**src/rtl/aligned_bump_region_allocator_assert.svh**
```systemverilog
// Assertion macros for the aligned bump region allocator.
// Used by the top level; expects clk and rst_n in scope.
`ifndef ALIGNED_BUMP_REGION_ALLOCATOR_ASSERT_SVH
`define ALIGNED_BUMP_REGION_ALLOCATOR_ASSERT_SVH

// same-cycle implication, checked outside reset
`define ABRA_ASSERT_IMP(label, ante, cons, msg) \
  label: assert property (@(posedge clk) disable iff (!rst_n) (ante) |-> (cons)) \
    else $error(msg);

// next-cycle implication, checked outside reset
`define ABRA_ASSERT_NXT(label, ante, cons, msg) \
  label: assert property (@(posedge clk) disable iff (!rst_n) (ante) |=> (cons)) \
    else $error(msg);

`endif

```
**src/rtl/abra_pkg.sv**
```systemverilog
// Shared types, widths and codes of the aligned bump region allocator.
// No dependencies; imported by the top level, abra_front and abra_back.
package abra_pkg;

  localparam int MAX_ENTRIES = 16;
  localparam int ALIGN_SHIFT = 21;
  localparam int ADDR_BITS   = 48;

  localparam int ADDR_W = 48;
  localparam int UNIT_W = 27;
  localparam int TAG_W  = 8;
  localparam int CMD_W  = 2;
  localparam int STAT_W = 3;

  // block counts: pool end may reach one past the unit field range
  localparam int END_W  = UNIT_W + 1;
  localparam int WANT_W = ADDR_W - ALIGN_SHIFT + 1;
  localparam int SZ_W   = (WANT_W > END_W) ? WANT_W : END_W;
  localparam int UB_W   = SZ_W + 1;
  localparam int WIDE_W = UB_W + ALIGN_SHIFT;
  localparam int QEND_W = ADDR_W + 1;

  localparam int IDX_W  = (MAX_ENTRIES > 1) ? $clog2(MAX_ENTRIES) : 1;
  localparam int CNT_W  = $clog2(MAX_ENTRIES + 1);

  localparam int QDEPTH = 2;
  localparam int QPTR_W = (QDEPTH > 1) ? $clog2(QDEPTH) : 1;
  localparam int QCNT_W = $clog2(QDEPTH + 1);

  localparam logic [63:0]       ADDR_UNIT_LIMIT = 64'd1 << (ADDR_BITS - ALIGN_SHIFT);
  localparam logic [ADDR_W-1:0] ADDR_MAX        = '1;
  localparam logic [SZ_W-1:0]   SAT_UNITS       = SZ_W'(ADDR_MAX >> ALIGN_SHIFT);
  localparam logic [QEND_W-1:0] ROUND_ADD       = QEND_W'((64'd1 << ALIGN_SHIFT) - 64'd1);

  localparam int CFG_IDX_W = 1;

  typedef enum logic [CFG_IDX_W-1:0] {
    REG_POOL_BASE = 1'b0,
    REG_POOL_SIZE = 1'b1
  } cfg_reg_t;

  typedef enum logic [CMD_W-1:0] {
    CMD_CARVE = 2'd0,
    CMD_FIND  = 2'd1,
    CMD_CHECK = 2'd2,
    CMD_NOP   = 2'd3
  } cmd_t;

  localparam logic [STAT_W-1:0] ST_OK        = 3'd0;
  localparam logic [STAT_W-1:0] ST_UNINIT    = 3'd1;
  localparam logic [STAT_W-1:0] ST_ZERO      = 3'd2;
  localparam logic [STAT_W-1:0] ST_FULL      = 3'd3;
  localparam logic [STAT_W-1:0] ST_EXHAUSTED = 3'd4;

  typedef struct packed {
    logic [CMD_W-1:0]  cmd;
    logic [ADDR_W-1:0] req_bytes;
    logic [TAG_W-1:0]  owner_id;
    logic [TAG_W-1:0]  region_kind;
    logic [ADDR_W-1:0] query_base;
  } in_item_t;

  typedef struct packed {
    logic [STAT_W-1:0] status;
    logic              hit;
    logic [ADDR_W-1:0] region_base;
    logic [ADDR_W-1:0] region_size;
    logic [ADDR_W-1:0] shortfall;
    logic [ADDR_W-1:0] remaining_bytes;
    logic [ADDR_W-1:0] used_bytes;
  } out_item_t;

  // classified command as it leaves the front end
  typedef struct packed {
    cmd_t              op;
    logic              bytes_zero;
    logic [SZ_W-1:0]   want_units;
    logic [ADDR_W-1:0] qbase;
    logic [QEND_W-1:0] qend;
    logic [TAG_W-1:0]  owner;
    logic [TAG_W-1:0]  kind;
  } work_t;

  typedef struct packed {
    logic  valid;
    work_t item;
  } qhead_t;

  typedef struct packed {
    logic [END_W-1:0] base_units;
    logic [SZ_W-1:0]  size_units;
    logic [TAG_W-1:0] owner;
    logic [TAG_W-1:0] kind;
  } entry_t;

  localparam int ENTRY_W = $bits(entry_t);

  // block count to byte address, wide enough to never overflow
  function automatic logic [WIDE_W-1:0] to_bytes(input logic [UB_W-1:0] units);
    return WIDE_W'(units) << ALIGN_SHIFT;
  endfunction

endpackage

```
**src/rtl/aligned_bump_region_allocator.sv**
```systemverilog
// Top level of the aligned bump region allocator: front end, command queue
// and back end. Depends on abra_pkg, abra_front, abra_back and the assert header.
//
// A command beat is taken when start is high and busy is low; busy rises only
// while the two-entry command queue is full. Each command yields exactly one
// result, shown on out_item for a single cycle with out_valid high; there is
// no backpressure, so the receiver must take it then. A taken command waits in
// the queue until the sequencer, which handles one command at a time, is idle.
// Carve and no-op then pass the evaluate and finish states and the output
// register; find and range check also pass the scan state, where the single-read
// table RAM yields one entry per cycle up to a match or the table's end (at most
// 16; none if the table is empty or a check range is empty or leaves the pool).
// Configuration writes apply at once and must come only while no command is
// in flight; writing the pool base empties the table. No clearing pass.
module aligned_bump_region_allocator (
  input  logic                            clk,
  input  logic                            rst_n,
  input  logic                            start,
  output logic                            busy,
  input  abra_pkg::in_item_t              in_item,
  output logic                            out_valid,
  output abra_pkg::out_item_t             out_item,
  input  logic                            cfg_we,
  input  logic [abra_pkg::CFG_IDX_W-1:0]  cfg_idx,
  input  logic [abra_pkg::UNIT_W-1:0]     cfg_wdata
);
  import abra_pkg::*;

`include "aligned_bump_region_allocator_assert.svh"

  qhead_t head;
  logic   pop;

  abra_front u_front (
    .clk     (clk),
    .rst_n   (rst_n),
    .start   (start),
    .busy    (busy),
    .in_item (in_item),
    .head    (head),
    .pop     (pop)
  );

  abra_back u_back (
    .clk       (clk),
    .rst_n     (rst_n),
    .cfg_we    (cfg_we),
    .cfg_idx   (cfg_idx),
    .cfg_wdata (cfg_wdata),
    .head      (head),
    .pop       (pop),
    .out_valid (out_valid),
    .out_item  (out_item)
  );

  `ABRA_ASSERT_NXT(a_strobe_single, out_valid, !out_valid, "result strobe longer than a cycle")
  `ABRA_ASSERT_NXT(a_push_queued, start && !busy, head.valid, "taken beat missing from queue")
  `ABRA_ASSERT_IMP(a_err_no_region, out_valid && out_item.status != ST_OK,
    !out_item.hit && out_item.region_base == '0, "failed carve reports a region")
  `ABRA_ASSERT_IMP(a_exh_shortfall, out_valid && out_item.status == ST_EXHAUSTED,
    out_item.shortfall != '0, "exhausted carve without shortfall")

endmodule

```
**src/rtl/abra_ram.sv**
```systemverilog
// Generic single-write, single-read RAM with registered read data.
// No dependencies; holds the region table.
module abra_ram #(
  parameter int WIDTH = 8,
  parameter int DEPTH = 16,
  localparam int AW   = (DEPTH > 1) ? $clog2(DEPTH) : 1
) (
  input  logic             clk,
  input  logic             we,
  input  logic [AW-1:0]    waddr,
  input  logic [WIDTH-1:0] wdata,
  input  logic [AW-1:0]    raddr,
  output logic [WIDTH-1:0] rdata
);

  logic [WIDTH-1:0] mem_r [DEPTH];
  logic [WIDTH-1:0] rdata_r;

  always_ff @(posedge clk) begin
    if (we) begin
      mem_r[waddr] <= wdata;
    end
    rdata_r <= mem_r[raddr];
  end

  assign rdata = rdata_r;

endmodule

```
**src/rtl/abra_front.sv**
```systemverilog
// Front end: takes command beats, rounds the carve size, forms the range end,
// and queues classified commands for the back end. Depends on abra_pkg.
module abra_front (
  input  logic               clk,
  input  logic               rst_n,
  input  logic               start,
  output logic               busy,
  input  abra_pkg::in_item_t in_item,
  output abra_pkg::qhead_t   head,
  input  logic               pop
);
  import abra_pkg::*;

  work_t               q_mem_r [QDEPTH];
  logic [QPTR_W-1:0]   wr_ptr_r, wr_ptr_nxt;
  logic [QPTR_W-1:0]   rd_ptr_r, rd_ptr_nxt;
  logic [QCNT_W-1:0]   cnt_r, cnt_nxt;
  logic                push;
  logic [QEND_W-1:0]   round_sum;
  work_t               cls;

  assign busy = (cnt_r == QCNT_W'(QDEPTH));
  assign push = start & ~busy;

  always_comb begin
    round_sum      = {1'b0, in_item.req_bytes} + ROUND_ADD;
    cls.op         = cmd_t'(in_item.cmd);
    cls.bytes_zero = (in_item.req_bytes == '0);
    cls.want_units = SZ_W'(round_sum >> ALIGN_SHIFT);
    cls.qbase      = in_item.query_base;
    cls.qend       = {1'b0, in_item.query_base} + {1'b0, in_item.req_bytes};
    cls.owner      = in_item.owner_id;
    cls.kind       = in_item.region_kind;
  end

  always_comb begin
    wr_ptr_nxt = wr_ptr_r;
    rd_ptr_nxt = rd_ptr_r;
    cnt_nxt    = cnt_r;
    if (push) begin
      wr_ptr_nxt = (wr_ptr_r == QPTR_W'(QDEPTH - 1)) ? '0 : wr_ptr_r + QPTR_W'(1);
    end
    if (pop) begin
      rd_ptr_nxt = (rd_ptr_r == QPTR_W'(QDEPTH - 1)) ? '0 : rd_ptr_r + QPTR_W'(1);
    end
    case ({push, pop})
      2'b10:   cnt_nxt = cnt_r + QCNT_W'(1);
      2'b01:   cnt_nxt = cnt_r - QCNT_W'(1);
      default: cnt_nxt = cnt_r;
    endcase
  end

  always_ff @(posedge clk) begin
    if (!rst_n) begin
      wr_ptr_r <= '0;
      rd_ptr_r <= '0;
      cnt_r    <= '0;
    end else begin
      wr_ptr_r <= wr_ptr_nxt;
      rd_ptr_r <= rd_ptr_nxt;
      cnt_r    <= cnt_nxt;
    end
  end

  always_ff @(posedge clk) begin
    if (push) begin
      q_mem_r[wr_ptr_r] <= cls;
    end
  end

  assign head.valid = (cnt_r != '0);
  assign head.item  = q_mem_r[rd_ptr_r];

endmodule

```
**src/rtl/abra_back.sv**
```systemverilog
// Back end: pool registers, cursor, region table and the command sequencer
// that carves, scans the table and issues the result strobe.
// Depends on abra_pkg and abra_ram.
module abra_back (
  input  logic                            clk,
  input  logic                            rst_n,
  input  logic                            cfg_we,
  input  logic [abra_pkg::CFG_IDX_W-1:0]  cfg_idx,
  input  logic [abra_pkg::UNIT_W-1:0]     cfg_wdata,
  input  abra_pkg::qhead_t                head,
  output logic                            pop,
  output logic                            out_valid,
  output abra_pkg::out_item_t             out_item
);
  import abra_pkg::*;

  typedef enum logic [3:0] {
    S_IDLE = 4'b0001,
    S_EVAL = 4'b0010,
    S_SCAN = 4'b0100,
    S_FIN  = 4'b1000
  } state_t;

  state_t              state_r, state_nxt;
  logic [UNIT_W-1:0]   pool_base_r, pool_base_nxt;
  logic [UNIT_W-1:0]   pool_size_r, pool_size_nxt;
  logic [END_W-1:0]    cursor_r, cursor_nxt;
  logic [CNT_W-1:0]    count_r, count_nxt;
  logic [IDX_W-1:0]    idx_r, idx_nxt;
  work_t               cur_r, cur_nxt;
  logic [END_W-1:0]    avail_r;
  logic [END_W-1:0]    end_raw_r;
  logic [STAT_W-1:0]   status_r, status_nxt;
  logic                hit_r, hit_nxt;
  logic [ADDR_W-1:0]   rbase_r, rbase_nxt;
  logic [ADDR_W-1:0]   rsize_r, rsize_nxt;
  logic [ADDR_W-1:0]   short_r, short_nxt;
  logic                out_valid_r, out_valid_nxt;
  out_item_t           out_item_r, out_item_nxt;

  logic [END_W-1:0]    end_raw, end_cap, avail_c;
  logic [SZ_W-1:0]     have, lack;
  logic                range_ok;
  logic                owner_eq, kind_eq, in_entry, last;
  entry_t              ent, wr_ent;
  logic [ENTRY_W-1:0]  ram_rdata;
  logic                ram_we;
  logic [IDX_W-1:0]    ram_raddr;

  // usable pool end, capped to the address space
  always_comb begin
    end_raw = END_W'(pool_base_r) + END_W'(pool_size_r);
    end_cap = (64'(end_raw) > ADDR_UNIT_LIMIT) ? END_W'(ADDR_UNIT_LIMIT) : end_raw;
    avail_c = (pool_size_r == '0 || cursor_r >= end_cap) ? '0 : end_cap - cursor_r;
  end

  always_comb begin
    have     = SZ_W'(avail_r);
    lack     = cur_r.want_units - have;
    range_ok = !cur_r.bytes_zero
             && (WIDE_W'(cur_r.qbase) >= to_bytes(UB_W'(pool_base_r)))
             && (WIDE_W'(cur_r.qend) <= to_bytes(UB_W'(end_raw_r)));
    ent      = entry_t'(ram_rdata);
    owner_eq = (ent.owner == cur_r.owner);
    kind_eq  = (ent.kind == cur_r.kind);
    in_entry = (WIDE_W'(cur_r.qbase) >= to_bytes(UB_W'(ent.base_units)))
             && (WIDE_W'(cur_r.qend)
                 <= to_bytes(UB_W'(ent.base_units) + UB_W'(ent.size_units)));
    last     = ((CNT_W'(idx_r) + CNT_W'(1)) == count_r);
    wr_ent.base_units = cursor_r;
    wr_ent.size_units = cur_r.want_units;
    wr_ent.owner      = cur_r.owner;
    wr_ent.kind       = cur_r.kind;
  end

  always_comb begin
    state_nxt     = state_r;
    pool_base_nxt = pool_base_r;
    pool_size_nxt = pool_size_r;
    cursor_nxt    = cursor_r;
    count_nxt     = count_r;
    idx_nxt       = idx_r;
    cur_nxt       = cur_r;
    status_nxt    = status_r;
    hit_nxt       = hit_r;
    rbase_nxt     = rbase_r;
    rsize_nxt     = rsize_r;
    short_nxt     = short_r;
    out_valid_nxt = 1'b0;
    out_item_nxt  = out_item_r;
    pop           = 1'b0;
    ram_we        = 1'b0;
    ram_raddr     = '0;

    case (state_r)
      S_IDLE: begin
        if (head.valid) begin
          pop        = 1'b1;
          cur_nxt    = head.item;
          status_nxt = ST_OK;
          hit_nxt    = 1'b0;
          rbase_nxt  = '0;
          rsize_nxt  = '0;
          short_nxt  = '0;
          state_nxt  = S_EVAL;
        end
      end
      S_EVAL: begin
        idx_nxt   = '0;
        state_nxt = S_FIN;
        case (cur_r.op)
          CMD_CARVE: begin
            if (pool_size_r == '0) begin
              status_nxt = ST_UNINIT;
            end else if (cur_r.bytes_zero) begin
              status_nxt = ST_ZERO;
            end else if (count_r >= CNT_W'(MAX_ENTRIES)) begin
              status_nxt = ST_FULL;
            end else if (cur_r.want_units > have) begin
              status_nxt = ST_EXHAUSTED;
              short_nxt  = (lack > SAT_UNITS) ? ADDR_MAX : ADDR_W'(to_bytes(UB_W'(lack)));
            end else begin
              ram_we     = 1'b1;
              rbase_nxt  = ADDR_W'(to_bytes(UB_W'(cursor_r)));
              rsize_nxt  = ADDR_W'(to_bytes(UB_W'(cur_r.want_units)));
              cursor_nxt = cursor_r + END_W'(cur_r.want_units);
              count_nxt  = count_r + CNT_W'(1);
            end
          end
          CMD_FIND: begin
            if (count_r != '0) begin
              state_nxt = S_SCAN;
            end
          end
          CMD_CHECK: begin
            if (count_r != '0 && range_ok) begin
              state_nxt = S_SCAN;
            end
          end
          default: begin
            state_nxt = S_FIN;
          end
        endcase
      end
      S_SCAN: begin
        // read data holds entry idx_r; fetch the next one meanwhile
        ram_raddr = idx_r + IDX_W'(1);
        if (cur_r.op == CMD_FIND && owner_eq && kind_eq) begin
          hit_nxt   = 1'b1;
          rbase_nxt = ADDR_W'(to_bytes(UB_W'(ent.base_units)));
          rsize_nxt = ADDR_W'(to_bytes(UB_W'(ent.size_units)));
          state_nxt = S_FIN;
        end else if (cur_r.op == CMD_CHECK && owner_eq && in_entry) begin
          hit_nxt   = 1'b1;
          state_nxt = S_FIN;
        end else if (last) begin
          state_nxt = S_FIN;
        end else begin
          idx_nxt = idx_r + IDX_W'(1);
        end
      end
      S_FIN: begin
        out_valid_nxt                = 1'b1;
        out_item_nxt.status          = status_r;
        out_item_nxt.hit             = hit_r;
        out_item_nxt.region_base     = rbase_r;
        out_item_nxt.region_size     = rsize_r;
        out_item_nxt.shortfall       = short_r;
        out_item_nxt.remaining_bytes = ADDR_W'(to_bytes(UB_W'(avail_c)));
        out_item_nxt.used_bytes      = (cursor_r >= END_W'(pool_base_r))
          ? ADDR_W'(to_bytes(UB_W'(cursor_r - END_W'(pool_base_r)))) : '0;
        state_nxt                    = S_IDLE;
      end
      default: begin
        state_nxt = S_IDLE;
      end
    endcase

    // the user must write config only while idle; the block does not enforce it
    if (cfg_we) begin
      case (cfg_reg_t'(cfg_idx))
        REG_POOL_BASE: begin
          pool_base_nxt = cfg_wdata;
          cursor_nxt    = END_W'(cfg_wdata);
          count_nxt     = '0;
        end
        REG_POOL_SIZE: begin
          pool_size_nxt = cfg_wdata;
        end
        default: begin
        end
      endcase
    end
  end

  always_ff @(posedge clk) begin
    if (!rst_n) begin
      state_r     <= S_IDLE;
      pool_base_r <= '0;
      pool_size_r <= '0;
      cursor_r    <= '0;
      count_r     <= '0;
      out_valid_r <= 1'b0;
    end else begin
      state_r     <= state_nxt;
      pool_base_r <= pool_base_nxt;
      pool_size_r <= pool_size_nxt;
      cursor_r    <= cursor_nxt;
      count_r     <= count_nxt;
      out_valid_r <= out_valid_nxt;
    end
  end

  always_ff @(posedge clk) begin
    idx_r      <= idx_nxt;
    cur_r      <= cur_nxt;
    avail_r    <= avail_c;
    end_raw_r  <= end_raw;
    status_r   <= status_nxt;
    hit_r      <= hit_nxt;
    rbase_r    <= rbase_nxt;
    rsize_r    <= rsize_nxt;
    short_r    <= short_nxt;
    out_item_r <= out_item_nxt;
  end

  abra_ram #(
    .WIDTH (ENTRY_W),
    .DEPTH (MAX_ENTRIES)
  ) u_table (
    .clk   (clk),
    .we    (ram_we),
    .waddr (IDX_W'(count_r)),
    .wdata (wr_ent),
    .raddr (ram_raddr),
    .rdata (ram_rdata)
  );

  assign out_valid = out_valid_r;
  assign out_item  = out_item_r;

endmodule
```
**config.mk**
```make
export PLATFORM = sky130hd
export DESIGN_NAME = aligned_bump_region_allocator
export DESIGN_NICKNAME = d
export VERILOG_FILES = /design/src/rtl/abra_pkg.sv /design/src/rtl/aligned_bump_region_allocator.sv /design/src/rtl/abra_ram.sv /design/src/rtl/abra_front.sv /design/src/rtl/abra_back.sv
export VERILOG_INCLUDE_DIRS = /design/src /design/src/rtl
export SDC_FILE = /design/constraint.sdc
export NUM_CORES = 2
export LEC_CHECK = 0
export ABC_AREA = 1
export BUFFER_PORTS_ARGS = -buffer_cell sky130_fd_sc_hd__buf_2
export CORE_MARGIN = 3
export CORE_UTILIZATION = 45
export CTS_CLUSTER_SIZE = 10
export DETAILED_ROUTE_END_ITERATION = 8
export GPL_TIMING_DRIVEN = 0
export PLACE_DENSITY_LB_ADDON = 0.1
export SYNTH_ARGS = -nofsm -noshare
export SYNTH_HDL_FRONTEND = slang
export SYNTH_SLANG_ARGS = --single-unit
```
**constraint.sdc**
```tcl
create_clock -name clk -period 17.7 [get_ports clk]
set_clock_uncertainty 0.05 [all_clocks]
set_input_delay 0.885 -clock clk [delete_from_list [all_inputs] [get_ports clk]]
set_output_delay 0.885 -clock clk [all_outputs]
set_load 0.01 [all_outputs]
```
==> results.json <==
{
  "min_from": "in_item[53]",
  "setup_viol": 0,
  "whs_path_depth": 1,
  "seqPwrFrac_pct": 49.5,
  "cts_sinks": 2038,
  "crit_type": "reg2reg",
  "syn_area_per_cell_um2": 11.5,
  "drt_iter0_drc": 7268,
  "critPathSlowestCell": "xor2_1",
  "min_period_over_period_pct": 38.8,
  "p_leak_nw": 39.4,
  "synth_top_area_cell": "edfxtp_1",
  "hpwl_um": 249000,
  "dieArea_mm2": 0.208,
  "ys_warn_count": 0,
  "path_max_fanout": 10,
  "placed_cells": 11115,
  "regToRegSetupSlack_ps": 10830,
  "area_delta_synth_final_pct": 15.3,
  "gp_congestion": 0.994,
  "drtAntennaViolNets": 0,
  "synth_top_area_share_pct": 59.7,
  "intPower_w": 0.00945,
  "max_slew_margin_pct": 0.967,
  "synth_edf_count": 1814,
  "wl_per_cell_um": 28.2,
  "firstDrtPassIters": 6,
  "start_util_pct": 45.5,
  "htree_levels": 4,
  "wl_um": 325000,
  "p_per_area_mw_per_mm2": 132,
  "grt_remaining_overflow": 0,
  "path_clk_slew_ps": 60,
  "cts_buffers": 228,
  "p_switching_w": 0.00442,
  "fin_crit_ps": 6870,
  "cp_common_cell": "nand2_1",
  "hold_class": "in2reg",
  "final_cell_mix": "1814 x edfxtp_1, 1172 x nand2_1, 826 x o21ai_0",
  "final_common_cell": "edfxtp_1",
  "coreArea_mm2": 0.201,
  "post_cts_resized": 0,
  "ys.flop_type": "edfxtp_1",
  "rows": 164,
  "fin_tns_setup_ps": 0,
  "grt_setup_unrepaired": "false",
  "min_to": "u_front.q_mem_r[0][5]",
  "io_buffers": 306,
  "synthesis.area_mm2": 0.0912,
  "grt_use_total_pct": 30.7,
  "cts_tree": "yes",
  "cap_viol_max_count": 0,
  "swShare_pct": 31.9,
  "async_reset_ff_share_pct": 0,
  "worstPathRequired_ps": 18250,
  "netlist_instances": 7959,
  "cpPeakStageDelay_ps": 830,
  "die_h_um": 456,
  "antenna_found_initial": 19,
  "fin_cells": 11551,
  "critPathCaptureType": "flop",
  "start_kind": "flop",
  "synth_area_leaders": "edfxtp_1 60%, dfxtp_1 4.9%, nand2_1 4.8%",
  "max-vdd-ir-drop_v": 0.000120,
  "drc": 0,
  "r2r_cells": 27,
  "max_freq_mhz": 146,
  "p_clk_share_pct": 31.4,
  "seq_area_frac_synth_pct": 64.6,
  "clock_latency_ps": 880,
  "crit_family": "simple AND/OR/NAND/NOR gates",
  "p_comb_share_pct": 19.1,
  "fp.dieW_um": 456,
  "drive_gt1_share_pct": 10.3,
  "status": "finished, final reports clean",
  "nNetsFinal": 9174,
  "grt_pass1_vias": 63459,
  "final_util_pct": 52.4,
  "grt_pass1_wl_um": 460000,
  "vias_per_cell": 5.68,
  "cp_data_arrival_time_ps": 7420,
  "vias": 65586,
  "postCtsSetupBuffers": 0,
  "ctsHoldBuffers": 0,
  "critPathBufInv": 3,
  "ys_types": 59,
  "rr_startpoint": "u_back.pool_base_r[0]",
  "cts_root_buffer": "clkbuf_16",
  "grt_max_degree": 38,
  "r2r-end": "u_back.out_item[84]",
  "synth-seq-cells": 2038,
  "hold_viol": 0,
  "clockBufferDepth": 3,
  "slew_viol_final": 0,
  "tightest_slew_ps": 1490,
  "io_pins": 392
}
[metrics by stage]
| step | worst slack [ps] | power [W] | hold slack (ps) | area, um^2 |
|---|---|---|---|---|
| 2_1_floorplan | 6920 | 0.00823 | 350 | 91500 |
| 3_3_place_gp | 1870 | 0.00956 | 354 | 96400 |
| 3_5_place_dp | 11080 | 0.00957 | 355 | 98400 |
| 4_1_cts | 11070 | 0.0139 | 78.1 | 105000 |
| 5_1_grt | 10520 | 0.0145 | 95.5 | 105000 |
| 6_report | 10830 | 0.0139 | 143 | 105000 |
[how the worst max path moves through the flow]
stage                           endpoint  depth (start not counted)                   from
detailed placement   u_back.out_item[92]                         27  u_back.pool_base_r[0]
finish               u_back.out_item[84]                         27  u_back.pool_base_r[0]
floorplan           u_back.out_item[116]                          3      u_back.state_r[0]
global placement     u_back.out_item[36]                          3      u_back.state_r[0]
CTS                  u_back.out_item[92]                         27  u_back.pool_base_r[0]
global route         u_back.out_item[84]                         27  u_back.pool_base_r[0]
[routing by layer]
metal / vias to the layer above / track usage (%) / wire length [um]
met4: 4 / 11.0 / 12800
li1: 29947 / - / -
met3: 498 / 4.68 / 22600
met5: - / 0 / 26
met1: 32538 / 42.5 / 140000
met2: 2599 / 49.3 / 150000
[registers in the layout (all words and copies together), names as in the netlist, 2 cells and up]
name	flops
u_front.cnt_r	2
u_back.cursor_r	28
u_back.cur_r	144
u_back.pool_size_r	27
u_back.short_r	28
u_back.count_r	5
u_front.q_mem_r	288
u_back.rbase_r	27
u_back.end_raw_r	28
u_back.state_r	4
u_back.status_r	3
u_back.u_table.rdata	72
u_back.avail_r	28
u_back.u_table.mem_r	1152
u_back.out_item	140
u_back.rsize_r	27
u_back.idx_r	4
u_back.pool_base_r	27
[cells by family after synthesis]
family,count (synthesis),synth area share [%]
XOR/XNOR,191,1.83
buffers and inverters,967,4.47
adder cells (fa/ha/maj),339,4.71
flip-flops,2038,64.6
other,1,0.00411
AO/OA/AOI/OAI,2062,13.8
AND/OR/NAND/NOR,2361,10.5
[synthesized netlist by cell type, types with 3 or more instances]
library cell and number:
edfxtp_1 1814, nand2_1 1172, o21ai_0 826, nor2_1 798, inv_1 533, a21oi_1 358, ha_1 332, o21bai_1 310
clkbuf_1 259, o211ai_1 230, dfxtp_1 224, nand3_1 175, xor2_1 112, buf_4 106, a31oi_1 95, xnor2_1 79
a32o_1 72, nand4_1 64, nor3_1 58, a21o_1 35, nor4_1 33, buf_2 28, buf_1 27, o22ai_1 27
a22o_1 25, a21oi_2 21, o21a_1 19, or2_2 13, inv_2 11, a21boi_0 8, nand2_2 8, nand3b_1 8
o21ai_1 8, a211oi_1 7, fa_1 7, nor3b_1 7, nor2_2 6, a31o_2 5, and2_1 5, nand3_2 4
o31ai_1 4, and3_1 3, o221ai_1 3
[area by class of cell]
| type | instances | area (um^2) |
|---|---|---|
| fillers | 17850 | 95500 |
| flip-flops and latches | 2038 | 59000 |
| multi-input cells | 5037 | 28700 |
| clock buffers | 406 | 6460 |
| repair buffers | 417 | 3370 |
| well taps | 2656 | 3320 |
| inverters | 545 | 2050 |
| plain buffers | 422 | 2040 |
| clock inverters | 20 | 315 |
| diodes | 10 | 25.0 |
[power by group through the flow]
stage / Clock [W] / Combinational, W / Sequential, W
global route: 0.00461 / 0.00295 / 0.00689
floorplan: 0 / 0.00166 / 0.00657
global placement: 0 / 0.00247 / 0.00709
finish: 0.00435 / 0.00266 / 0.00687
CTS: 0.00441 / 0.00264 / 0.00685
detailed placement: 0 / 0.00263 / 0.00694
Note: power is estimated with default switching activity, not from simulation.
